==> config.mk <==
export PLATFORM = sky130hd
export DESIGN_NAME = scanline_timing_bitmap_render
export DESIGN_NICKNAME = d
export VERILOG_FILES = /design/src/sv/stbr_pkg.sv /design/src/sv/scanline_timing_bitmap_render.sv /design/src/sv/stbr_ram.sv /design/src/sv/stbr_palette.sv /design/src/sv/stbr_timing.sv
export SDC_FILE = /design/constraint.sdc
export NUM_CORES = 2
export LEC_CHECK = 0
export ABC_AREA = 1
export BUFFER_PORTS_ARGS = -buffer_cell sky130_fd_sc_hd__buf_4
export CORE_MARGIN = 2
export CORE_UTILIZATION = 30
export CTS_BUF_LIST = sky130_fd_sc_hd__clkbuf_4 sky130_fd_sc_hd__clkbuf_8
export DETAILED_ROUTE_END_ITERATION = 10
export SETUP_SLACK_MARGIN = 0.5
export SYNTH_ARGS = -nofsm -noshare
export SYNTH_HDL_FRONTEND = slang
export SYNTH_SLANG_ARGS = --single-unit
==> constraint.sdc <==
create_clock -name clk -period 3.52 [get_ports clk]
set_input_delay 0.528 -clock clk [delete_from_list [all_inputs] [get_ports clk]]
set_output_delay 0.528 -clock clk [all_outputs]
set_load 0.1 [all_outputs]
==> src/sv/stbr_pkg.sv <==
// ----------------------------------------------------------------------------
// stbr_pkg
// Shared types, constants and color helpers for the scanline timing and
// bitmap renderer.
// ----------------------------------------------------------------------------
package stbr_pkg;

  // Display geometry and palette size.
  localparam int SCREEN_WIDTH    = 240;
  localparam int SCREEN_HEIGHT   = 160;
  localparam int LINES_PER_FRAME = 228;
  localparam int PALETTE_ENTRIES = 256;
  localparam int PAL_AW          = $clog2(PALETTE_ENTRIES);

  // Request codes carried by an input beat.
  typedef enum logic [1:0] {
    REQ_LINE   = 2'd0,
    REQ_HBLANK = 2'd1,
    REQ_PIXEL  = 2'd2,
    REQ_PAL_WR = 2'd3
  } req_t;

  // Background mode codes.
  localparam logic [2:0] MODE_OFF     = 3'd0;
  localparam logic [2:0] MODE_DIRECT  = 3'd3;
  localparam logic [2:0] MODE_PALETTE = 3'd4;

  // Register index of the background mode register.
  localparam logic REG_BG_MODE = 1'b0;

  // Result of the timing stage for one beat, before the color is known.
  typedef struct packed {
    logic [7:0]  line_number;
    logic        in_vblank;
    logic        in_hblank;
    logic        frame_done;
    logic        buffer_select;
    logic        pixel_valid;
    logic [15:0] pixel_address;
    logic        mode_error;
    logic        use_palette;
    logic [14:0] direct_color;
  } stbr_beat_t;

  // Widen a 5-bit channel to 8 bits by replicating its top bits.
  function automatic logic [7:0] widen5(input logic [4:0] c);
    return {c, c[4:2]};
  endfunction

  // BGR555 to RGBA8888 with opaque alpha.
  function automatic logic [31:0] bgr555_to_rgba(input logic [14:0] raw);
    return {widen5(raw[4:0]), widen5(raw[9:5]), widen5(raw[14:10]), 8'hff};
  endfunction

endpackage

==> src/sv/scanline_timing_bitmap_render.sv <==
// A result passes the stage 1 register, loaded as its input beat is accepted,
// then enters the output register once that register is free or drains.
// Throughput: one beat per cycle while out_ready holds; the palette RAM's
// registered read sets stage 1, and an output register decouples the sides.
// Reset: timing state returns to the last line of a frame, the mode register
// to 0; palette valid bits clear at once, so there is no clearing pass.
// ----------------------------------------------------------------------------
// scanline_timing_bitmap_render
// Scanline timing engine with direct and paletted BGR555 pixel conversion.
// ----------------------------------------------------------------------------
module scanline_timing_bitmap_render (
  input  logic        clk,
  input  logic        rst_n,
  // Input channel.
  input  logic        in_valid,
  output logic        in_ready,
  input  logic [1:0]  in_req_type,
  input  logic [15:0] in_pixel_value,
  input  logic [7:0]  in_palette_index,
  input  logic [15:0] in_palette_color,
  // Result channel.
  output logic        out_valid,
  input  logic        out_ready,
  output logic [7:0]  out_line_number,
  output logic        out_in_vblank,
  output logic        out_in_hblank,
  output logic        out_frame_done,
  output logic        out_buffer_select,
  output logic        out_pixel_valid,
  output logic [15:0] out_pixel_address,
  output logic [31:0] out_pixel_rgba,
  output logic        out_mode_error,
  // Configuration port.
  input  logic        cfg_psel,
  input  logic        cfg_penable,
  input  logic        cfg_pwrite,
  input  logic [2:0]  cfg_paddr,
  input  logic [31:0] cfg_pwdata,
  output logic [31:0] cfg_prdata,
  output logic        cfg_pready
);
  import stbr_pkg::*;

  logic [2:0]  bg_mode_r;
  req_t        req;
  logic        accept;
  stbr_beat_t  beat;
  stbr_beat_t  s1_beat_r;
  logic        s1_valid_r;
  logic        s1_adv;
  logic [14:0] pal_color;
  logic [14:0] s1_color;
  logic        out_valid_r;
  logic [7:0]  out_line_r;
  logic        out_vblank_r;
  logic        out_hblank_r;
  logic        out_frame_r;
  logic        out_buf_r;
  logic        out_pvalid_r;
  logic [15:0] out_addr_r;
  logic [31:0] out_rgba_r;
  logic        out_merr_r;

  // Configuration register: written in the access phase, read back at any address with bit 2 clear.
  assign cfg_pready = 1'b1;
  always_ff @(posedge clk) begin
    if (!rst_n) begin
      bg_mode_r <= MODE_OFF;
    end else if (cfg_psel && cfg_penable && cfg_pwrite && cfg_pready &&
                 (cfg_paddr[2] == REG_BG_MODE)) begin
      bg_mode_r <= cfg_pwdata[2:0];
    end
  end
  assign cfg_prdata = (cfg_paddr[2] == REG_BG_MODE) ? {29'd0, bg_mode_r} : 32'd0;

  // Handshake: stage 1 moves on when the output register is free or drains.
  assign s1_adv   = s1_valid_r && (!out_valid_r || out_ready);
  assign in_ready = !s1_valid_r || s1_adv;
  assign accept   = in_valid && in_ready;
  assign req      = req_t'(in_req_type);

  stbr_timing u_timing (
    .clk         (clk),
    .rst_n       (rst_n),
    .accept      (accept),
    .req         (req),
    .pixel_value (in_pixel_value),
    .bg_mode     (bg_mode_r),
    .beat        (beat)
  );

  // Palette write and lookup both happen as the beat is accepted.
  stbr_palette u_palette (
    .clk      (clk),
    .rst_n    (rst_n),
    .wr_en    (accept && (req == REQ_PAL_WR)),
    .wr_index (in_palette_index),
    .wr_color (in_palette_color),
    .rd_en    (accept && (req == REQ_PIXEL)),
    .rd_index (in_pixel_value[7:0]),
    .rd_color (pal_color)
  );

  // Stage 1 holds the timing result while the palette read completes.
  always_ff @(posedge clk) begin
    if (!rst_n) begin
      s1_valid_r <= 1'b0;
    end else if (accept) begin
      s1_valid_r <= 1'b1;
    end else if (s1_adv) begin
      s1_valid_r <= 1'b0;
    end
  end
  always_ff @(posedge clk) begin
    if (accept) begin
      s1_beat_r <= beat;
    end
  end

  assign s1_color = s1_beat_r.use_palette ? pal_color : s1_beat_r.direct_color;

  // Output register.
  always_ff @(posedge clk) begin
    if (!rst_n) begin
      out_valid_r <= 1'b0;
    end else if (s1_adv) begin
      out_valid_r <= 1'b1;
    end else if (out_ready) begin
      out_valid_r <= 1'b0;
    end
  end
  always_ff @(posedge clk) begin
    if (s1_adv) begin
      out_line_r   <= s1_beat_r.line_number;
      out_vblank_r <= s1_beat_r.in_vblank;
      out_hblank_r <= s1_beat_r.in_hblank;
      out_frame_r  <= s1_beat_r.frame_done;
      out_buf_r    <= s1_beat_r.buffer_select;
      out_pvalid_r <= s1_beat_r.pixel_valid;
      out_addr_r   <= s1_beat_r.pixel_address;
      out_rgba_r   <= s1_beat_r.pixel_valid ? bgr555_to_rgba(s1_color) : 32'd0;
      out_merr_r   <= s1_beat_r.mode_error;
    end
  end

  assign out_valid         = out_valid_r;
  assign out_line_number   = out_line_r;
  assign out_in_vblank     = out_vblank_r;
  assign out_in_hblank     = out_hblank_r;
  assign out_frame_done    = out_frame_r;
  assign out_buffer_select = out_buf_r;
  assign out_pixel_valid   = out_pvalid_r;
  assign out_pixel_address = out_addr_r;
  assign out_pixel_rgba    = out_rgba_r;
  assign out_mode_error    = out_merr_r;

endmodule

==> src/sv/stbr_ram.sv <==
// ----------------------------------------------------------------------------
// stbr_ram
// Generic single-write, single-read RAM with a registered read port.
// ----------------------------------------------------------------------------
module stbr_ram #(
  parameter int WIDTH = 16,
  parameter int DEPTH = 256
) (
  input  logic                     clk,
  input  logic                     wr_en,
  input  logic [$clog2(DEPTH)-1:0] wr_addr,
  input  logic [WIDTH-1:0]         wr_data,
  input  logic                     rd_en,
  input  logic [$clog2(DEPTH)-1:0] rd_addr,
  output logic [WIDTH-1:0]         rd_data
);

  logic [WIDTH-1:0] mem [DEPTH];
  logic [WIDTH-1:0] rd_data_r;

  // Write port and registered read port; read data holds without a read.
  always_ff @(posedge clk) begin
    if (wr_en) begin
      mem[wr_addr] <= wr_data;
    end
    if (rd_en) begin
      rd_data_r <= mem[rd_addr];
    end
  end

  assign rd_data = rd_data_r;

endmodule

==> src/sv/stbr_palette.sv <==
// ----------------------------------------------------------------------------
// stbr_palette
// Palette store: RAM of BGR555 colors with per-entry valid bits so that an
// entry never written since reset reads as black.
// ----------------------------------------------------------------------------
module stbr_palette (
  input  logic        clk,
  input  logic        rst_n,
  input  logic        wr_en,
  input  logic [7:0]  wr_index,
  input  logic [15:0] wr_color,
  input  logic        rd_en,
  input  logic [7:0]  rd_index,
  output logic [14:0] rd_color
);
  import stbr_pkg::*;

  logic [PALETTE_ENTRIES-1:0] valid_r;
  logic                       hit_r;
  logic                       wr_in_range;
  logic                       rd_in_range;
  logic                       wr_go;
  logic [15:0]                ram_data;

  // Indexes past the palette are ignored on write and read as black.
  assign wr_in_range = {1'b0, wr_index} < 9'(PALETTE_ENTRIES);
  assign rd_in_range = {1'b0, rd_index} < 9'(PALETTE_ENTRIES);
  assign wr_go       = wr_en && wr_in_range;

  stbr_ram #(
    .WIDTH(16),
    .DEPTH(PALETTE_ENTRIES)
  ) u_ram (
    .clk     (clk),
    .wr_en   (wr_go),
    .wr_addr (wr_index[PAL_AW-1:0]),
    .wr_data (wr_color),
    .rd_en   (rd_en),
    .rd_addr (rd_index[PAL_AW-1:0]),
    .rd_data (ram_data)
  );

  // Valid bits stand in for clearing the RAM at reset.
  always_ff @(posedge clk) begin
    if (!rst_n) begin
      valid_r <= '0;
    end else if (wr_go) begin
      valid_r[wr_index[PAL_AW-1:0]] <= 1'b1;
    end
  end

  // The hit flag is sampled along with the RAM read so both hold together.
  always_ff @(posedge clk) begin
    if (!rst_n) begin
      hit_r <= 1'b0;
    end else if (rd_en) begin
      hit_r <= rd_in_range && valid_r[rd_index[PAL_AW-1:0]];
    end
  end

  assign rd_color = hit_r ? ram_data[14:0] : 15'd0;

endmodule

==> src/sv/stbr_timing.sv <==
// ----------------------------------------------------------------------------
// stbr_timing
// Line counter, blank flags, buffer select and column counter. Produces the
// timing and address part of the result for each accepted beat.
// ----------------------------------------------------------------------------
module stbr_timing (
  input  logic                clk,
  input  logic                rst_n,
  input  logic                accept,
  input  stbr_pkg::req_t      req,
  input  logic [15:0]         pixel_value,
  input  logic [2:0]          bg_mode,
  output stbr_pkg::stbr_beat_t beat
);
  import stbr_pkg::*;

  logic [7:0] line_r,   line_nxt;
  logic       vblank_r, vblank_nxt;
  logic       hblank_r, hblank_nxt;
  logic       front_r,  front_nxt;
  logic [7:0] column_r, column_nxt;

  logic [7:0]  line_inc;
  logic [15:0] address;
  logic        mode_draws;
  logic        mode_bad;
  logic        frame_wrap;

  assign line_inc   = line_r + 8'd1;
  assign frame_wrap = {1'b0, line_inc} >= 9'(LINES_PER_FRAME);
  assign mode_draws = (bg_mode == MODE_DIRECT) || (bg_mode == MODE_PALETTE);
  assign mode_bad   = !mode_draws && (bg_mode != MODE_OFF);
  assign address    = 16'({8'd0, line_r} * 16'(SCREEN_WIDTH)) + {8'd0, column_r};

  // Next state and result fields for the beat at the input.
  always_comb begin
    line_nxt   = line_r;
    vblank_nxt = vblank_r;
    hblank_nxt = hblank_r;
    front_nxt  = front_r;
    column_nxt = column_r;
    beat       = '0;
    case (req)
      REQ_LINE: begin
        hblank_nxt = 1'b0;
        column_nxt = 8'd0;
        line_nxt   = line_inc;
        if (line_inc == 8'(SCREEN_HEIGHT)) begin
          vblank_nxt = 1'b1;
        end
        if (frame_wrap) begin
          line_nxt   = 8'd0;
          vblank_nxt = 1'b0;
          front_nxt  = !front_r;
        end
        beat.frame_done = frame_wrap;
        beat.mode_error = ({1'b0, line_nxt} < 9'(SCREEN_HEIGHT)) && mode_bad;
      end
      REQ_HBLANK: begin
        hblank_nxt = 1'b1;
      end
      REQ_PIXEL: begin
        if ({1'b0, column_r} < 9'(SCREEN_WIDTH)) begin
          column_nxt = column_r + 8'd1;
        end
        if (({1'b0, line_r} < 9'(SCREEN_HEIGHT)) &&
            ({1'b0, column_r} < 9'(SCREEN_WIDTH)) && mode_draws) begin
          beat.pixel_valid   = 1'b1;
          beat.pixel_address = address;
          beat.use_palette   = (bg_mode == MODE_PALETTE);
          beat.direct_color  = pixel_value[14:0];
        end
      end
      default: begin
        // Palette writes leave the timing state alone.
      end
    endcase
    beat.line_number   = line_nxt;
    beat.in_vblank     = vblank_nxt;
    beat.in_hblank     = hblank_nxt;
    beat.buffer_select = front_nxt;
  end

  // Timing state updates on each accepted beat.
  always_ff @(posedge clk) begin
    if (!rst_n) begin
      line_r   <= 8'(LINES_PER_FRAME - 1);
      vblank_r <= 1'b0;
      hblank_r <= 1'b0;
      front_r  <= 1'b0;
      column_r <= 8'd0;
    end else if (accept) begin
      line_r   <= line_nxt;
      vblank_r <= vblank_nxt;
      hblank_r <= hblank_nxt;
      front_r  <= front_nxt;
      column_r <= column_nxt;
    end
  end

endmodule
# Word-level counts from Yosys, hierarchy flattened
# Memories as Yosys holds them, arrays and structs flattened. A register that Yosys moved wholly into a read port is not among the register bits.
# Cells that the tools add are included.
[op_classes]
multipliers = 1
n_bitwise = 2
n_lt_le_gt_ge = 7
n_reduce_logical = 26
addsub = 3
eq_ne = 7
muxes = 26
[op_table]
columns = ["cell", "n"]
rows = [
  ["$or 256x256->256", 1],
  ["$mux 8", 5],
  ["$mux 15", 2],
  ["$lt 8x8->1 const B", 3],
  ["$lt 8x9->1 const B", 2],
  ["$mux 17", 1],
  ["$add 16x8->16", 1],
  ["$add 8x1->8 const B", 2],
  ["$pmux 8 s2", 1],
  ["$mux 1", 13],
  ["$logic_and 1x1->1", 12],
  ["$mul 8x4->12 const B", 1],
  ["$bmux 1 s8", 1],
  ["$demux 1 s8", 1],
  ["$eq 8x8->1 const B", 1],
  ["$ge 8x1->1 const B", 1],
  ["$ge 8x8->1 const B", 1],
  ["$reduce_bool 2->1", 3],
  ["$eq 2x2->1 const B", 2],
  ["$logic_not 1->1", 4],
  ["$eq 3x2->1 const B", 1],
  ["$eq 3x3->1 const B", 1],
  ["$logic_or 1x1->1", 3],
  ["$mux 3", 1],
  ["8 further kinds", 8],
]
[totals]
mem_count = 1
regBits = 389
in_bits = 84
ram_bits = 4096
elab_cells = 103
[mem_list]
columns = ["name", "depth", "word_bits", "rd", "rd_ports_with_merged_regs", "wr", "line_no", "rtl"]
rows = [
  ["u_palette.u_ram.mem", 256, 16, 1, 1, 1, "stbr_ram.sv:18", "logic [WIDTH-1:0] mem [DEPTH];"],
]

# Longest topological paths before layout
[depth]
word_depth = 8
depth_mapped = 17

# Cells and area by module
# From an unflattened synthesis, not the netlist that was laid out.
[hier_totals]
hier_cells = 15791
hier_area_um2 = 182925.4
[modules_own_cells]
columns = ["module", "cells_per_inst", "area_per_inst_um2", "seq_area_each_um2", "instances"]
rows = [
  ["stbr_ram", 13617, 165866.6, 123478.4, 1],
  ["stbr_palette", 1518, 10765.3, 5144.9, 1],
  ["scanline_timing_bitmap_render", 236, 3575.9, 2832.7, 1],
  ["stbr_timing", 420, 2717.6, 380.4, 1],
]

# Least setup slack after synthesis
# No wires, ideal clock.
[synth_timing]
path_kind = "register to register"
from = "register out_valid_r (netlist: out_valid)"
to = "register u_timing.line_r[6]"
arrival_ns = 3.760
stages_incl_launch_ff = 7
path_slack_ns = -0.443
required_time_ns = 3.317
setup_time_ns = 0.203
cell_sequence = "dfxtp_1 > nand3_1 > nand2_1 > inv_2 > clkbuf_1 > a21oi_1 > o21ai_0"
[synth_between]
elab_chain_cells = 5
[synth_lines]
columns = ["element", "line_no", "rtl"]
rows = [
  ["start: declaration", "scanline_timing_bitmap_render.sv:53", "logic out_valid_r;"],
  ["start signal: assignment", "scanline_timing_bitmap_render.sv:125", "out_valid_r <= 1'b0;"],
  ["start signal: assignment", "scanline_timing_bitmap_render.sv:127", "out_valid_r <= 1'b1;"],
  ["start signal: assignment", "scanline_timing_bitmap_render.sv:129", "out_valid_r <= 1'b0;"],
  ["$logic_not 1->1", "scanline_timing_bitmap_render.sv:77", "assign s1_adv = s1_valid_r && (!out_valid_r || out_ready);"],
  ["$logic_or 1x1->1", "scanline_timing_bitmap_render.sv:77", ""],
  ["$logic_and 1x1->1", "scanline_timing_bitmap_render.sv:77", ""],
  ["$logic_or 1x1->1", "scanline_timing_bitmap_render.sv:78", "assign in_ready = !s1_valid_r || s1_adv;"],
  ["net in_ready", "scanline_timing_bitmap_render.sv:16", "output logic in_ready,"],
  ["$logic_and 1x1->1", "scanline_timing_bitmap_render.sv:79", "assign accept = in_valid && in_ready;"],
  ["net accept", "scanline_timing_bitmap_render.sv:46", "logic accept;"],
  ["end signal: assignment", "stbr_timing.sv:87", "line_r <= 8'(LINES_PER_FRAME - 1);"],
  ["end signal: assignment", "stbr_timing.sv:93", "line_r <= line_nxt;"],
  ["end: declaration", "stbr_timing.sv:17", "logic [7:0] line_r, line_nxt;"],
]
# The timed path passes the listed nets, and every way through them passes these cells.
# A chain may end at the register's enable or synchronous reset.

# Worst setup path in the final report
[layout_timing]
from = "register u_timing.line_r[2]"
to = "register s1_beat_r[31] (netlist bit) (data pin)"
[layout_between]
elab_chain_cells = 4
word_cells_on_any_way = 6
classes_between = "add/sub: 1; mul: 1; order compare: 1; reduce/logical: 3"
[layout_lines]
columns = ["element", "line_no", "rtl"]
rows = [
  ["branches (longest 4 deep; another with $add 16x8->16)", "--", ""],
  ["end signal: assignment", "scanline_timing_bitmap_render.sv:116", "s1_beat_r <= beat;"],
  ["end: declaration", "scanline_timing_bitmap_render.sv:48", "stbr_beat_t s1_beat_r;"],
]
# Parallel ways; which one is timed is not known.

==> flow_summary.yaml <==
synthesis:
  async_reset_ff_frac: 0
  yosys.area_share.simple: 0.123
  synthAdderAreaFrac: 0.00361
  synth.distinct_cells: 38
  synth-compound-area-share: 0.0997
  yosysTopAreaCell: "edfxtp_1"
  synth-main-ff-cell: "edfxtp_1"
  synth_warnings: 0
  synth-edff-count: 3946
  syn_area_um2: 168000
  synth_top_area_frac: 0.705
  syn-instance-count: 13770
  yosys_register_bits: 4227
  synth-xor-area-share: 0.000730
  synth.avg_cell_area_um2: 12.2
  netlist_top_cells_area: "edfxtp_1 71%, o21ai_0 6.0%, nor2_1 5.5%"
  synth_top_family_by_area: "simple AND/OR/NAND/NOR gates"
  ys_seq_area_frac: 0.739
  yosys-mux-area-fraction: 0
hold_path:
  hold_class: "input port to flop"
  hold_path_end: "u_palette.u_ram.mem[159][1]$_DFFE_PP_"
  hold_depth: 5
  hold_start: "in_palette_index[0]"
clock_network:
  cts_buffer_depth: 4
  cts-root-buf: "clkbuf_8"
  clock_sinks: 4227
  clock_latency_ns: 1.27
  cts_tree: "done"
  cts.clk_slew.worst_paths_ns: 0.06
  cts_made_buffers: 670
  htree_levels: 6
global_routing:
  grt_max_degree: 129
  grt_pass1_vias: 107908
  grt_usage: 0.172
  globalRouteOverflowTotal: 0
  grt_pass1_wl_um: 741000
  antenna_found_initial: 30
power_and_ir_drop:
  intPower_uw: 80500
  p_per_area_nw_per_um2: 542
  irDropWorstVdd_mv: 0.440
  p_clk_frac: 0.406
  p_sw_frac: 0.243
  p_sw_uw: 25900
  p_comb_frac: 0.076
  total_power_uw: 106000
  p_leak_uw: 0.0658
  seqPwrFrac: 0.518
floorplan:
  start_util: 0.301
  fp.coreArea_um2: 557000
  die_area_um2: 566000
  die_x_um: 752
  ios: 181
  rows: 274
  die_height_um: 752
critical_path:
  slowest_delay_ns: 0.60
  critPathBufInv: 1
  cp.required_ns: 4.47
  crit_type: "flop to flop"
  cp.arrival_ns: 4.30
  reg2reg_from: "u_timing.line_r[2]$_SDFFE_PN0P_"
  cp-start-kind: "flop"
  r2r_end: "s1_beat_r[31]$_SDFFCE_PN0P_"
  crit_slowest_cell: "fa_1"
  reg2reg_slack_ns: 0.18
  r2r_cells: 15
  end_kind: "flop"
  cp.depth: 15
  critPathTopFamily: "adder cells"
  cp_cell_sequence: "fa_2, fa_1, fa_1, ha_4, inv_2, nor2_2, nor2_1, nor2_1, nand2_1, nor2_2, nand3_2, nor2_2, nand2_1, nand2_1, nor2_1"
  worstPathMaxFanout: 2
layout:
  layout.nets: 14463
  stdcell_area_um2: 196000
  regArea_um2: 124000
  fillCellCount: 54018
  final_common_cell: "edfxtp_1"
  final_cell_mix: "3,946 x edfxtp_1, 2,373 x nor2_1, 2,028 x o21ai_0, 1,386 x nand2_1, 1,217 x nand3_1"
  drive_gt1_frac: 0.140
  area_growth_pct: 16.7
  multiInputGateArea_um2: 38500
timing:
  fin_skew_ns: 0.0806
  period_share: 0.950
  hold_slack_ns: 0.127
  setup_violations: 0
  final-hold-violation-count: 0
  fin_setup_tns_ns: 0
  fin_crit_ns: 3.34
  slew_headroom: 0.261
  drv_slew: 0
  setup_slack_ns: 0.175
  rsz0062_at_grt: "true"
  fmax_ghz: 0.299
  tightest_slew_ns: 1.11
detailed_routing:
  ant_nets: 0
  vias: 115052
  via_per_inst: 5.15
  totalWireLength_um: 512000
  dr.pass1.iters: 6
  post_drt_wl_per_cell_um: 22.9
  drt_iter0_drc: 14631
  drc: 0
job:
  maxCapViolations: 0
placed_design:
  place_hpwl_um: 296000
  dp_slack_ns: -0.0924
  placed_cell_area_um2: 182000
  io_buffer_count: 117
  gp_congestion: 0.884
outcome:
  status: "completed"
==> metrics by stage <==
step	util	instances
global route	0.352	22352
CTS	0.352	22341
global placement	0.326	21068
finish	0.352	22360
detailed placement	0.326	21068
floorplan	-	13798
==> cells in the mapped netlist, types with 3 or more instances <==
library cell / instances
a21oi_1: 65
buf_1: 91
buf_2: 232
buf_4: 116
buf_6: 9
clkbuf_1: 577
dfxtp_1: 281
edfxtp_1: 3946
fa_1: 14
ha_1: 26
inv_1: 273
inv_2: 4
nand2_1: 1387
nand3_1: 1220
nand4_1: 13
nor2_1: 2443
nor3_1: 6
nor4_1: 3
o21ai_0: 2030
o21ai_1: 50
o22ai_1: 946
or2_2: 3
xor2_1: 13
==> power by group through the flow <==
stage / Sequential, uW / Clock [uW] / Combinational (uW)
floorplan: 56300 / 0 / 3950
global placement: 56100 / 0 / 7750
detailed placement: 56100 / 0 / 7780
CTS: 55000 / 43800 / 7900
global route: 55000 / 45900 / 8620
finish: 55000 / 43200 / 8070
==> state kept, by name (all words and copies together), names as in the netlist, 15 cells and up <==
signal	cells
u_palette.u_ram.rd_data	15
u_palette.valid_r	256
out_pixel_address	16
out_pixel_rgba	16
s1_beat_r	46
u_palette.u_ram.mem	3840
==> worst max-delay path by stage <==
stage                                    startpoint                                   end  slack (ns)
floorplan           u_timing.line_r[2]$_SDFFE_PN0P_           s1_beat_r[31]$_SDFFCE_PN0P_        0.06
global placement                  in_pixel_value[0]  u_palette.u_ram.rd_data[7]$_DFFE_PP_       -0.11
detailed placement                in_pixel_value[0]  u_palette.u_ram.rd_data[7]$_DFFE_PP_       -0.09
CTS                 u_timing.line_r[2]$_SDFFE_PN0P_           s1_beat_r[32]$_SDFFCE_PN0P_        0.16
global route        u_timing.line_r[3]$_SDFFE_PN0P_           s1_beat_r[31]$_SDFFCE_PN0P_       0.001
finish              u_timing.line_r[2]$_SDFFE_PN0P_           s1_beat_r[31]$_SDFFCE_PN0P_        0.18
==> worst reg2reg max path, cell delays in order, from the launching register on <==
cell	delay, ns
dfxtp_2	0.35
fa_2	0.47
fa_1	0.60
fa_1	0.46
ha_4	0.29
inv_2	0.04
nor2_2	0.12
nor2_1	0.05
nor2_1	0.11
nand2_1	0.09
nor2_2	0.13
nand3_2	0.10
nor2_2	0.14
nand2_1	0.06
nand2_1	0.07
nor2_1	0.03
==> what timing repair did <==
action	in CTS	in global routing
gates resized for setup	18	17
pin swaps	14	18
hold endpoints to repair	1372	0
endpoints found under the setup margin	15	13
gates cloned	0	0
hold buffers	43	0
setup buffers	4	4
==> logic make-up (layout without fill, tap and decap cells) <==
kind of cell               after synthesis  after routing
DFF                                   4227           4227
other                                    2             45
and+or+nand+nor                       5079           5079
buffers and inverters                 1305           2400
xor gates and xnor gates                14             14
adders and majority gates               40             40
AOI/OAI and AO/OA                     3103           3103
==> cell type report <==
| cell class | instances | share of cell area |
|---|---|---|
| Sequential cell | 4227 | 0.633 |
| Multi-Input combinational cell | 8266 | 0.197 |
| Clock buffer | 995 | 0.0616 |
| Tap cell | 7452 | 0.0476 |
| Timing Repair Buffer | 894 | 0.0462 |
| Clock inverter | 231 | 0.00911 |
| Inverter | 280 | 0.00567 |
| Antenna cell | 15 | 0.000191 |
==> routing by layer <==
metal  up-vias  GRT usage  routed length (um)
met5         -          0                  91
met4        12     0.0580               17700
met3       851     0.0300               47700
met2      5577      0.272              234000
met1     57453      0.241              212000
li1      51159          -                   -
No activity file was read; power rests on OpenSTA's default activity.
